[config.mk]
export PLATFORM = sky130hd
export DESIGN_NAME = ascon_permutation_flat
export DESIGN_NICKNAME = d
export VERILOG_FILES = /design/src/hdl/ascon_pkg.sv /design/src/hdl/ascon_in_if.sv /design/src/hdl/ascon_out_if.sv /design/src/hdl/ascon_round.sv /design/src/hdl/ascon_permutation.sv /design/src/flat_wrapper.sv
export SDC_FILE = /design/constraint.sdc
export NUM_CORES = 2
export LEC_CHECK = 0
export ABC_AREA = 1
export BUFFER_PORTS_ARGS = -buffer_cell sky130_fd_sc_hd__buf_2
export CORE_MARGIN = 2
export CORE_UTILIZATION = 52
export DETAILED_ROUTE_END_ITERATION = 8
export PLACE_DENSITY_LB_ADDON = 0.05
export SETUP_SLACK_MARGIN = 0.5
export SLEW_MARGIN = 20
export SYNTH_ARGS = -nofsm -noshare
export SYNTH_HDL_FRONTEND = slang
export SYNTH_SLANG_ARGS = --single-unit
export TNS_END_PERCENT = 1
[constraint.sdc]
create_clock -name clk_i -period 13.7 [get_ports clk_i]
set_input_delay 0.685 -clock clk_i [delete_from_list [all_inputs] [get_ports clk_i]]
set_output_delay 0.685 -clock clk_i [all_outputs]
set_load 0.05 [all_outputs]
[src/hdl/ascon_pkg.sv]
`default_nettype none

package ascon_pkg;

  // permutation geometry
  localparam int unsigned ROUNDS      = 12;
  localparam int unsigned FIRST_ROUND = 12 - ROUNDS;
  localparam int unsigned RND_W       = 4;
  localparam int unsigned WORD_W      = 64;
  localparam int unsigned NUM_WORDS   = 5;

  // configuration port geometry
  localparam int unsigned CNT_W  = 16;
  localparam int unsigned ADDR_W = 3;
  localparam int unsigned DATA_W = 32;

  // register indexes, taken from paddr[2]
  localparam logic REG_OUTER = 1'b0;
  localparam logic REG_INNER = 1'b1;

  typedef logic [WORD_W-1:0] word_t;
  typedef word_t [NUM_WORDS-1:0] state_t;

  // linear layer rotation amounts per word
  localparam int unsigned ROT_A [NUM_WORDS] = '{19, 61, 1, 10, 7};
  localparam int unsigned ROT_B [NUM_WORDS] = '{28, 39, 6, 17, 41};

  // round constant k of the twelve-round schedule: ((15 - k) << 4) | k
  function automatic logic [7:0] round_const(input logic [RND_W-1:0] k);
    logic [3:0] hi;
    hi = 4'd15 - k;
    return {hi, k};
  endfunction

endpackage

`default_nettype wire

[src/hdl/ascon_in_if.sv]
`default_nettype none

interface ascon_in_if;
  logic        valid;
  logic        ready;
  logic [63:0] state_word_0;
  logic [63:0] state_word_1;
  logic [63:0] state_word_2;
  logic [63:0] state_word_3;
  logic [63:0] state_word_4;

  modport source (
    output valid, state_word_0, state_word_1, state_word_2, state_word_3, state_word_4,
    input  ready
  );
  modport sink (
    input  valid, state_word_0, state_word_1, state_word_2, state_word_3, state_word_4,
    output ready
  );
endinterface

`default_nettype wire

[src/hdl/ascon_out_if.sv]
`default_nettype none

interface ascon_out_if;
  logic        valid;
  logic        ready;
  logic [63:0] out_word_0;
  logic [63:0] out_word_1;
  logic [63:0] out_word_2;
  logic [63:0] out_word_3;
  logic [63:0] out_word_4;

  modport source (
    output valid, out_word_0, out_word_1, out_word_2, out_word_3, out_word_4,
    input  ready
  );
  modport sink (
    input  valid, out_word_0, out_word_1, out_word_2, out_word_3, out_word_4,
    output ready
  );
endinterface

`default_nettype wire

[src/hdl/ascon_round.sv]
`default_nettype none

module ascon_round import ascon_pkg::*; (
  input  state_t     state_i,
  input  logic [7:0] rc_i,
  output state_t     state_o
);

  function automatic word_t rotr(input word_t v, input int unsigned n);
    return (v >> n) | (v << (WORD_W - n));
  endfunction

  word_t x0, x1, x2, x3, x4;
  word_t t0, t1, t2, t3, t4;
  state_t sbox;

  // constant addition and bitsliced s-box
  always_comb begin
    x0 = state_i[0];
    x1 = state_i[1];
    x2 = state_i[2] ^ {56'd0, rc_i};
    x3 = state_i[3];
    x4 = state_i[4];

    x0 = x0 ^ x4;
    x4 = x4 ^ x3;
    x2 = x2 ^ x1;
    t0 = ~x0 & x1;
    t1 = ~x1 & x2;
    t2 = ~x2 & x3;
    t3 = ~x3 & x4;
    t4 = ~x4 & x0;
    x0 = x0 ^ t1;
    x1 = x1 ^ t2;
    x2 = x2 ^ t3;
    x3 = x3 ^ t4;
    x4 = x4 ^ t0;
    x1 = x1 ^ x0;
    x0 = x0 ^ x4;
    x3 = x3 ^ x2;
    x2 = ~x2;

    sbox[0] = x0;
    sbox[1] = x1;
    sbox[2] = x2;
    sbox[3] = x3;
    sbox[4] = x4;
  end

  // linear diffusion, one pair of rotations per word
  for (genvar i = 0; i < NUM_WORDS; i++) begin : g_lin
    assign state_o[i] = sbox[i] ^ rotr(sbox[i], ROT_A[i]) ^ rotr(sbox[i], ROT_B[i]);
  end

endmodule

`default_nettype wire

[src/hdl/ascon_permutation.sv]
`default_nettype none

// Ascon permutation engine. An item is a 320-bit state in five 64-bit words; the block
// applies the 12-round permutation outer_repeats * inner_repeats times and returns one
// item with the final words. One round unit is reused every cycle. When the last round
// is done the state is moved into the output register, and the next item can be taken
// after that move. With either count zero no round is applied and the state comes back
// unchanged. The input is not ready while an item is in work. A finished item waits in
// an output register, so the next item can be taken before the previous result is read.
// If that register is still full when the next item finishes, the block holds until it
// is read. Registers at byte address 0 (outer_repeats) and 4 (inner_repeats), 16 bits
// each, reset to 1; write them only while the block is idle.
module ascon_permutation import ascon_pkg::*; (
  input  wire logic              clk_i,
  input  wire logic              rst_ni,
  input  wire logic              psel,
  input  wire logic              penable,
  input  wire logic              pwrite,
  input  wire logic [ADDR_W-1:0] paddr,
  input  wire logic [DATA_W-1:0] pwdata,
  output logic      [DATA_W-1:0] prdata,
  output logic                   pready,
  ascon_in_if.sink               in_if,
  ascon_out_if.source            out_if
);

  localparam logic [1:0] ST_IDLE = 2'd0;
  localparam logic [1:0] ST_RUN  = 2'd1;
  localparam logic [1:0] ST_DONE = 2'd2;

  localparam logic [RND_W-1:0] LAST_ROUND  = RND_W'(ROUNDS - 1);
  localparam logic [RND_W-1:0] FIRST_INDEX = RND_W'(FIRST_ROUND);

  logic [1:0]       fsm_q;
  logic [RND_W-1:0] round_q;
  logic [CNT_W-1:0] inner_cnt_q, outer_cnt_q;
  logic [CNT_W-1:0] outer_q, inner_q;
  logic             out_valid_q;
  state_t           state_q, out_q, round_out;
  logic             in_fire, out_free, cfg_wr, zero_count;

  assign in_fire    = in_if.valid && in_if.ready;
  assign out_free   = !out_valid_q || out_if.ready;
  assign cfg_wr     = psel && penable && pwrite;
  assign zero_count = (outer_q == '0) || (inner_q == '0);

  // handshake outputs
  assign in_if.ready  = (fsm_q == ST_IDLE);
  assign out_if.valid = out_valid_q;
  assign out_if.out_word_0 = out_q[0];
  assign out_if.out_word_1 = out_q[1];
  assign out_if.out_word_2 = out_q[2];
  assign out_if.out_word_3 = out_q[3];
  assign out_if.out_word_4 = out_q[4];

  // register read back
  assign pready = 1'b1;
  always_comb begin
    case (paddr[2])
      REG_OUTER: prdata = {{(DATA_W-CNT_W){1'b0}}, outer_q};
      REG_INNER: prdata = {{(DATA_W-CNT_W){1'b0}}, inner_q};
      default:   prdata = '0;
    endcase
  end

  // shared round unit
  ascon_round u_round (
    .state_i (state_q),
    .rc_i    (round_const(FIRST_INDEX + round_q)),
    .state_o (round_out)
  );

  // sequencer: round, inner and outer counters
  always_ff @(posedge clk_i or negedge rst_ni) begin
    if (!rst_ni) begin
      fsm_q       <= ST_IDLE;
      round_q     <= '0;
      inner_cnt_q <= '0;
      outer_cnt_q <= '0;
      outer_q     <= CNT_W'(1);
      inner_q     <= CNT_W'(1);
      out_valid_q <= 1'b0;
    end else begin
      if (cfg_wr) begin
        case (paddr[2])
          REG_OUTER: outer_q <= pwdata[CNT_W-1:0];
          REG_INNER: inner_q <= pwdata[CNT_W-1:0];
          default: ;
        endcase
      end

      if (out_if.valid && out_if.ready) begin
        out_valid_q <= 1'b0;
      end

      case (fsm_q)
        ST_IDLE: begin
          if (in_fire) begin
            round_q     <= '0;
            inner_cnt_q <= '0;
            outer_cnt_q <= '0;
            fsm_q       <= zero_count ? ST_DONE : ST_RUN;
          end
        end
        ST_RUN: begin
          if (round_q == LAST_ROUND) begin
            round_q <= '0;
            if (inner_cnt_q == inner_q - CNT_W'(1)) begin
              inner_cnt_q <= '0;
              if (outer_cnt_q == outer_q - CNT_W'(1)) begin
                fsm_q <= ST_DONE;
              end else begin
                outer_cnt_q <= outer_cnt_q + CNT_W'(1);
              end
            end else begin
              inner_cnt_q <= inner_cnt_q + CNT_W'(1);
            end
          end else begin
            round_q <= round_q + RND_W'(1);
          end
        end
        ST_DONE: begin
          if (out_free) begin
            out_valid_q <= 1'b1;
            fsm_q       <= ST_IDLE;
          end
        end
        default: fsm_q <= ST_IDLE;
      endcase
    end
  end

  // working state and output register
  always_ff @(posedge clk_i) begin
    if (in_fire) begin
      state_q[0] <= in_if.state_word_0;
      state_q[1] <= in_if.state_word_1;
      state_q[2] <= in_if.state_word_2;
      state_q[3] <= in_if.state_word_3;
      state_q[4] <= in_if.state_word_4;
    end else if (fsm_q == ST_RUN) begin
      state_q <= round_out;
    end
    if ((fsm_q == ST_DONE) && out_free) begin
      out_q <= state_q;
    end
  end

endmodule

`default_nettype wire

[src/flat_wrapper.sv]
// flat-port wrapper written by rule: the top's interface ports become plain ports
module ascon_permutation_flat import ascon_pkg::*;
  (clk_i, rst_ni, psel, penable, pwrite, paddr, pwdata, prdata, pready, in_if_valid, in_if_state_word_0, in_if_state_word_1, in_if_state_word_2, in_if_state_word_3, in_if_state_word_4, in_if_ready, out_if_valid, out_if_out_word_0, out_if_out_word_1, out_if_out_word_2, out_if_out_word_3, out_if_out_word_4, out_if_ready);
  ascon_in_if in_if_i ();
  ascon_out_if out_if_i ();
  input  wire logic clk_i;
  input  wire logic rst_ni;
  input  wire logic psel;
  input  wire logic penable;
  input  wire logic pwrite;
  input  wire logic [ADDR_W-1:0] paddr;
  input  wire logic [DATA_W-1:0] pwdata;
  output logic      [DATA_W-1:0] prdata;
  output logic pready;
  input wire logic [$bits(in_if_i.valid)-1:0] in_if_valid;
  input wire logic [$bits(in_if_i.state_word_0)-1:0] in_if_state_word_0;
  input wire logic [$bits(in_if_i.state_word_1)-1:0] in_if_state_word_1;
  input wire logic [$bits(in_if_i.state_word_2)-1:0] in_if_state_word_2;
  input wire logic [$bits(in_if_i.state_word_3)-1:0] in_if_state_word_3;
  input wire logic [$bits(in_if_i.state_word_4)-1:0] in_if_state_word_4;
  output wire logic [$bits(in_if_i.ready)-1:0] in_if_ready;
  output wire logic [$bits(out_if_i.valid)-1:0] out_if_valid;
  output wire logic [$bits(out_if_i.out_word_0)-1:0] out_if_out_word_0;
  output wire logic [$bits(out_if_i.out_word_1)-1:0] out_if_out_word_1;
  output wire logic [$bits(out_if_i.out_word_2)-1:0] out_if_out_word_2;
  output wire logic [$bits(out_if_i.out_word_3)-1:0] out_if_out_word_3;
  output wire logic [$bits(out_if_i.out_word_4)-1:0] out_if_out_word_4;
  input wire logic [$bits(out_if_i.ready)-1:0] out_if_ready;
  assign in_if_i.valid = in_if_valid;
  assign in_if_i.state_word_0 = in_if_state_word_0;
  assign in_if_i.state_word_1 = in_if_state_word_1;
  assign in_if_i.state_word_2 = in_if_state_word_2;
  assign in_if_i.state_word_3 = in_if_state_word_3;
  assign in_if_i.state_word_4 = in_if_state_word_4;
  assign in_if_ready = in_if_i.ready;
  assign out_if_valid = out_if_i.valid;
  assign out_if_out_word_0 = out_if_i.out_word_0;
  assign out_if_out_word_1 = out_if_i.out_word_1;
  assign out_if_out_word_2 = out_if_i.out_word_2;
  assign out_if_out_word_3 = out_if_i.out_word_3;
  assign out_if_out_word_4 = out_if_i.out_word_4;
  assign out_if_i.ready = out_if_ready;
  ascon_permutation u_core (.clk_i(clk_i), .rst_ni(rst_ni), .psel(psel), .penable(penable), .pwrite(pwrite), .paddr(paddr), .pwdata(pwdata), .prdata(prdata), .pready(pready), .in_if(in_if_i), .out_if(out_if_i));
endmodule
After elaboration in Yosys (flattened, before gate mapping)
Index checks and enable logic that the tools add are counted.
Word-level totals
  bits in registers: 711
  bits of input ports: 362
  output and inout bits: 355
  logic and storage cells: 121
Operators by class
  add/sub/neg operators: 6
  equal/unequal tests: 11
  multiplexer cells: 24
  bitwise gates (word level): 44
  reductions and logical operators: 19
Operators with widths (count)
  bitwise XOR 64 bit: 21
  two-way mux 320 bit: 2
  inverter 64 bit: 6
  AND 64 bit: 5
  two-way mux 16 bit: 6
  bitwise OR 23 x 64 -> 64 bit: 1
  bitwise OR 25 x 64 -> 64 bit: 1
  bitwise OR 3 x 64 -> 64 bit: 1
  bitwise OR 36 x 64 -> 64 bit: 1
  bitwise OR 45 x 64 -> 64 bit: 1
  bitwise OR 47 x 64 -> 64 bit: 1
  bitwise OR 54 x 64 -> 64 bit: 1
  bitwise OR 57 x 64 -> 64 bit: 1
  bitwise OR 58 x 64 -> 64 bit: 1
  bitwise OR 63 x 64 -> 64 bit: 1
  case mux 16 bit (2 select lines): 2
  case mux 32 bit (2 select lines): 1
  bitwise XOR 64 x 8 -> 64 bit: 1
  adder 16 x 1 -> 16 bit, second input constant: 2
  == test 16 bit: 2
  logical NOT 16 bit: 2
  subtractor 16 x 1 -> 16 bit, second input constant: 2
  two-way mux 2 bit: 6
  AND reduction 5 bit: 2
  19 further kinds: 34

Longest topological paths before layout
  depth in word-level cells: 12
  mapped depth: 16
  mapped depth without buffers: 15

Hierarchy
A second synthesis with hierarchy kept.
Second synthesis, totals
  cell total of the unflattened synthesis: 6548
  area, all modules: 48881.9 µm²
By module, submodules not included
  ascon_permutation: times used 1, cells an instance 2416, area each 28123.2 µm², seq. area each 20997.6 µm²
  ascon_round: times used 1, cells an instance 4132, area each 20758.7 µm², seq. area each 0.0 µm²

Least setup slack after synthesis
Ideal clock, no wire load.
  kind: flip-flop to flip-flop
  start point: reg u_core.fsm_q[1]
  end point: reg u_core.out_q (netlist bit u_core.out_if.out_word_0[0]), enable pin
  library setup time: 1012 ps
  data arrival time: 13968 ps
  data required time: 12688 ps
  setup slack: -1280 ps
  cell stages (with the launch flop): 5
  clock period less this slack: 14980 ps
  cells stage by stage: dfrtp_1 -> inv_1 -> nor2_1 -> inv_1 -> nor2_1
On the way
  word-level cells in the longest chain between the ends: 2
RTL lines
  start: declaration: RTL line ascon_permutation.sv:34  | logic [1:0] fsm_q;
  start signal: assignment: RTL line ascon_permutation.sv:102  | fsm_q <= zero_count ? ST_DONE : ST_RUN;
  == test 2 bit: RTL line ascon_permutation.sv:144  | if ((fsm_q == ST_DONE) && out_free) begin
  logical AND 1 bit: RTL line ascon_permutation.sv:144
  end signal: assignment: RTL line ascon_permutation.sv:145  | out_q <= state_q;
  end: declaration: RTL line ascon_permutation.sv:39  | state_t state_q, out_q, round_out;
Every way passes these cells.
A chain may end at the register's enable or synchronous reset.

Final worst setup path
  start point: reg u_core.fsm_q[0]
  end point: reg u_core.state_q[200] in the netlist's numbering, enable pin
On the way
  word-level cells in the longest chain between the ends: 3
  elaborated cells between the ends (all ways): 4
  classes of those cells: eq/ne (1); reduce/logical (3)
RTL lines
  logical NOT 2 bit: RTL line ascon_permutation.sv:48  | assign in_if.ready = (fsm_q == ST_IDLE);
  logical AND 1 bit: RTL line ascon_permutation.sv:42  | assign in_fire = in_if.valid && in_if.ready;
  nonzero test 2 bit (no line) *
  end signal: assignment: RTL line ascon_permutation.sv:142  | state_q <= round_out;
  end: declaration: RTL line ascon_permutation.sv:39
Every way passes the cells marked *; elsewhere a longest branch is shown, timed or not.

==> metrics.md <==
| Metric | Value |
|---|---|
| DP Wirelength | 144,600 um |
| Met1 wire length | 67,690 um |
| Cell Area, Synth | 42,560 um^2 |
| WL per Instance | 28.63 um |
| Clk_lat worst skew | 0.64 ns |
| First-pass GRT wire length | 243,300 um |
| 1st-iter DRT viols | 4,749 |
| Setup TNS | 0 ns |
| Top Metal Used | met5 |
| Final-report hold violation count | 0 |
| Worst EP arrival | 4.73 ns |
| Clock tree buffer depth | 3 |
| CP top delay family | buffers and inverters |
| H-Tree Depth | 3 |
| RSZ-0062 raised after global routing | false |
| Max incr delay on CP | 0.93 ns |
| Wire length on met2 | 78,460 um |
| Commonest non-fill, non-tap cell in the layout | nand2_1 |
| Post-synthesis async set-or-reset flop share | 0.09986 |
| GP Congestion | 1.045 |
| Worst-margin pin slew | 1.257 ns |
| Reg2reg path depth | 6 |
| Root Buffer | clkbuf_16 |
| Post-route cell area | 49,900 um^2 |
| Reg clk slew, reported paths | 0.06 ns |
| Avg Cell Area, Syn | 9.720 um^2 |
| Post-synth EDFFs | 640 |
| DRC viols | 0 |
| CTS buffer count | 80 |
| Iteration count of the initial detailed-routing pass | 6 |
| Critical path type | flop to flop |
| Skew final | 0.02741 ns |
| FF-to-FF Start | u_core.fsm_q[0] |
| Post-CTS setup buffers | 0 |
| Met3 WL | 21,080 um |
| Core ar. | 80,810 um^2 |
| Overflow after GRT | 0 |
| Slowest-stage cell, CP | buf_4 |
| Final Max Slew Viols | 0 |
| Max frequency | 223.4 MHz |
| P&R area growth vs syn | 17.23% |
| Flops & latches, synth | 711 |
| Largest net degree at the start of global routing | 175 |
| Num rows | 104 |
| Reg area | 21,000 um^2 |
| ANT nets after route | 0 |
| Initial antenna violation count | 11 |
| Yosys cell types | 42 |
| Slew headroom | 0.1560 |
| Yosys warnings | 0 |
| Io pins | 717 |
| Worst Path Buf+Inv | 4 |
| R2R Setup Slk | 9.22 ns |
| Post_cts resized | 0 |
| Filler cells | 6,982 |
| Multi-input gate area | 19,620 um^2 |
| Commonest cells after routing, fill and taps aside | 810 x nand2_1, 681 x buf_2, 640 x edfxtp_1 |
| Number of buffers added on ports | 681 |
| Min Tclk post-route | 4.476 ns |
| Post-DR vias/cell | 5.703 |
| Vias in the first global route | 32,899 |
| Chip height | 290.1 um |
| Sequential element share of the synthesized area | 0.4933 |
| Total number of vias | 35,490 |
| Hold Buf Count CTS | 0 |
| Placed instance area | 47,290 um^2 |
| DIE WIDTH | 290.1 um |
| CTS tree | yes |
| Critical path endpoint category | flop |
| Outcome | completed |
| Worst Hold Class | primary input to async pin |
| Final period util | 0.3267 |
| CP Max Fanout | 153 |
| Crit-path cells | inv_1 > nor2_2 > clkinv_1 > nand2_4 > buf_12 > buf_4 |
| Mapped Cells | 4,379 |
| Final setup fails | 0 |
| WL final | 178,200 um |
| Clk sinks | 711 |
| Total die area | 84,160 um^2 |
| Main synth FF type | edfxtp_1 |
| Critical path data required time | 13.96 ns |
| Worst Setup Start Kind | flop |
| Max-cap viol count | 0 |
| Starting Density | 0.5267 |
| Reg-to-Reg End | u_core.state_q[200] |
| GRT Util Overall | 0.4138 |
| Layout cells sized above 1 | 0.1832 |
| Nets@finish | 5,592 |
[worst register-to-register path: cells and delay by family, from the launching register on]
family	cells	cell delay, ns
buffers and inverters	4	2.62
flip-flops	1	0.43
AND/OR/NAND/NOR	2	0.98
[registers in the layout (all words and copies together), names as in the netlist]
name                      count
u_core.round_q                4
u_core.state_q              320
u_core.out_if.out_word_2     64
u_core.outer_cnt_q           16
u_core.out_if.out_word_4     64
u_core.out_if.valid           1
u_core.fsm_q                  2
u_core.out_if.out_word_0     64
u_core.out_if.out_word_3     64
u_core.inner_q               16
u_core.outer_q               16
u_core.out_if.out_word_1     64
u_core.inner_cnt_q           16
[per-layer routing]
metal / global-route usage / vias to the layer above
met5: 0 / -
met4: 0.2180 / 12
met3: 0.09589 / 417
met2: 0.6307 / 2289
met1: 0.5512 / 17062
li1: - / 15710
[synthesized netlist by cell type (all sizes together), types with 3 or more instances]
cell / number / area (um^2)
a21oi: 291 / 1456
a31oi: 73 / 456.7
and3: 3 / 18.77
buf: 28 / 191.4
clkbuf: 77 / 289.0
dfrtp: 69 / 1727
edfxtp: 640 / 19220
ha: 135 / 1689
inv: 422 / 1584
nand2: 816 / 3073
nand3: 152 / 788.3
nand3b: 12 / 90.09
nor2: 491 / 1924
nor3: 10 / 50.05
nor4: 3 / 18.77
o21ai: 126 / 634.4
or2: 18 / 112.6
xnor2: 537 / 5004
xor2: 462 / 4099
[cell families after synthesis]
logic type,after synthesis,synth area share
other,2,0.0001764
buffers and inverters,528,0.04859
adder cells (fa/ha/maj),135,0.03968
AO/OA/AOI/OAI,495,0.06097
AND/OR/NAND/NOR,1509,0.1434
flip-flops,711,0.4933
XOR/XNOR,999,0.2139
[how the worst max path moves through the flow]
stage	startpoint	to	depth (start not counted)
after floorplan	out_if_ready	u_core.out_if.out_word_0[0]	2
after global placement	in_if_valid	u_core.state_q[263]	5
after detailed placement	in_if_valid	u_core.state_q[54]	7
after CTS	u_core.fsm_q[0]	u_core.state_q[259]	6
after global routing	u_core.fsm_q[0]	u_core.state_q[263]	6
final	u_core.fsm_q[0]	u_core.state_q[200]	6
[through the flow]
| stage | hold WS [ns] | instances | setup slack [ns] | util |
|---|---|---|---|---|
| floorplan | 0.3894 | 4394 | 4.139 | - |
| global placement | 0.4660 | 6073 | 9.069 | 0.5850 |
| detailed placement | 0.4654 | 6073 | 8.992 | 0.5852 |
| CTS | 0.2887 | 6219 | 9.368 | 0.6172 |
| global route | 0.3104 | 6221 | 9.064 | 0.6174 |
| finish | 0.2835 | 6223 | 9.224 | 0.6175 |
[area by class of cell]
class / instances / share of cell area
Tap cell: 1060 / 0.02658
Sequential cell: 711 / 0.4208
Inverter: 423 / 0.03182
Multi-Input combinational cell: 3155 / 0.3932
Clock buffer: 93 / 0.04153
Timing Repair Buffer: 724 / 0.07553
Clock inverter: 53 / 0.01026
Antenna cell: 4 / 0.0002006
Power is left out: the tool's default activity adds up to more than one toggle a clock period on the data nets, which glitch-free logic cannot reach.
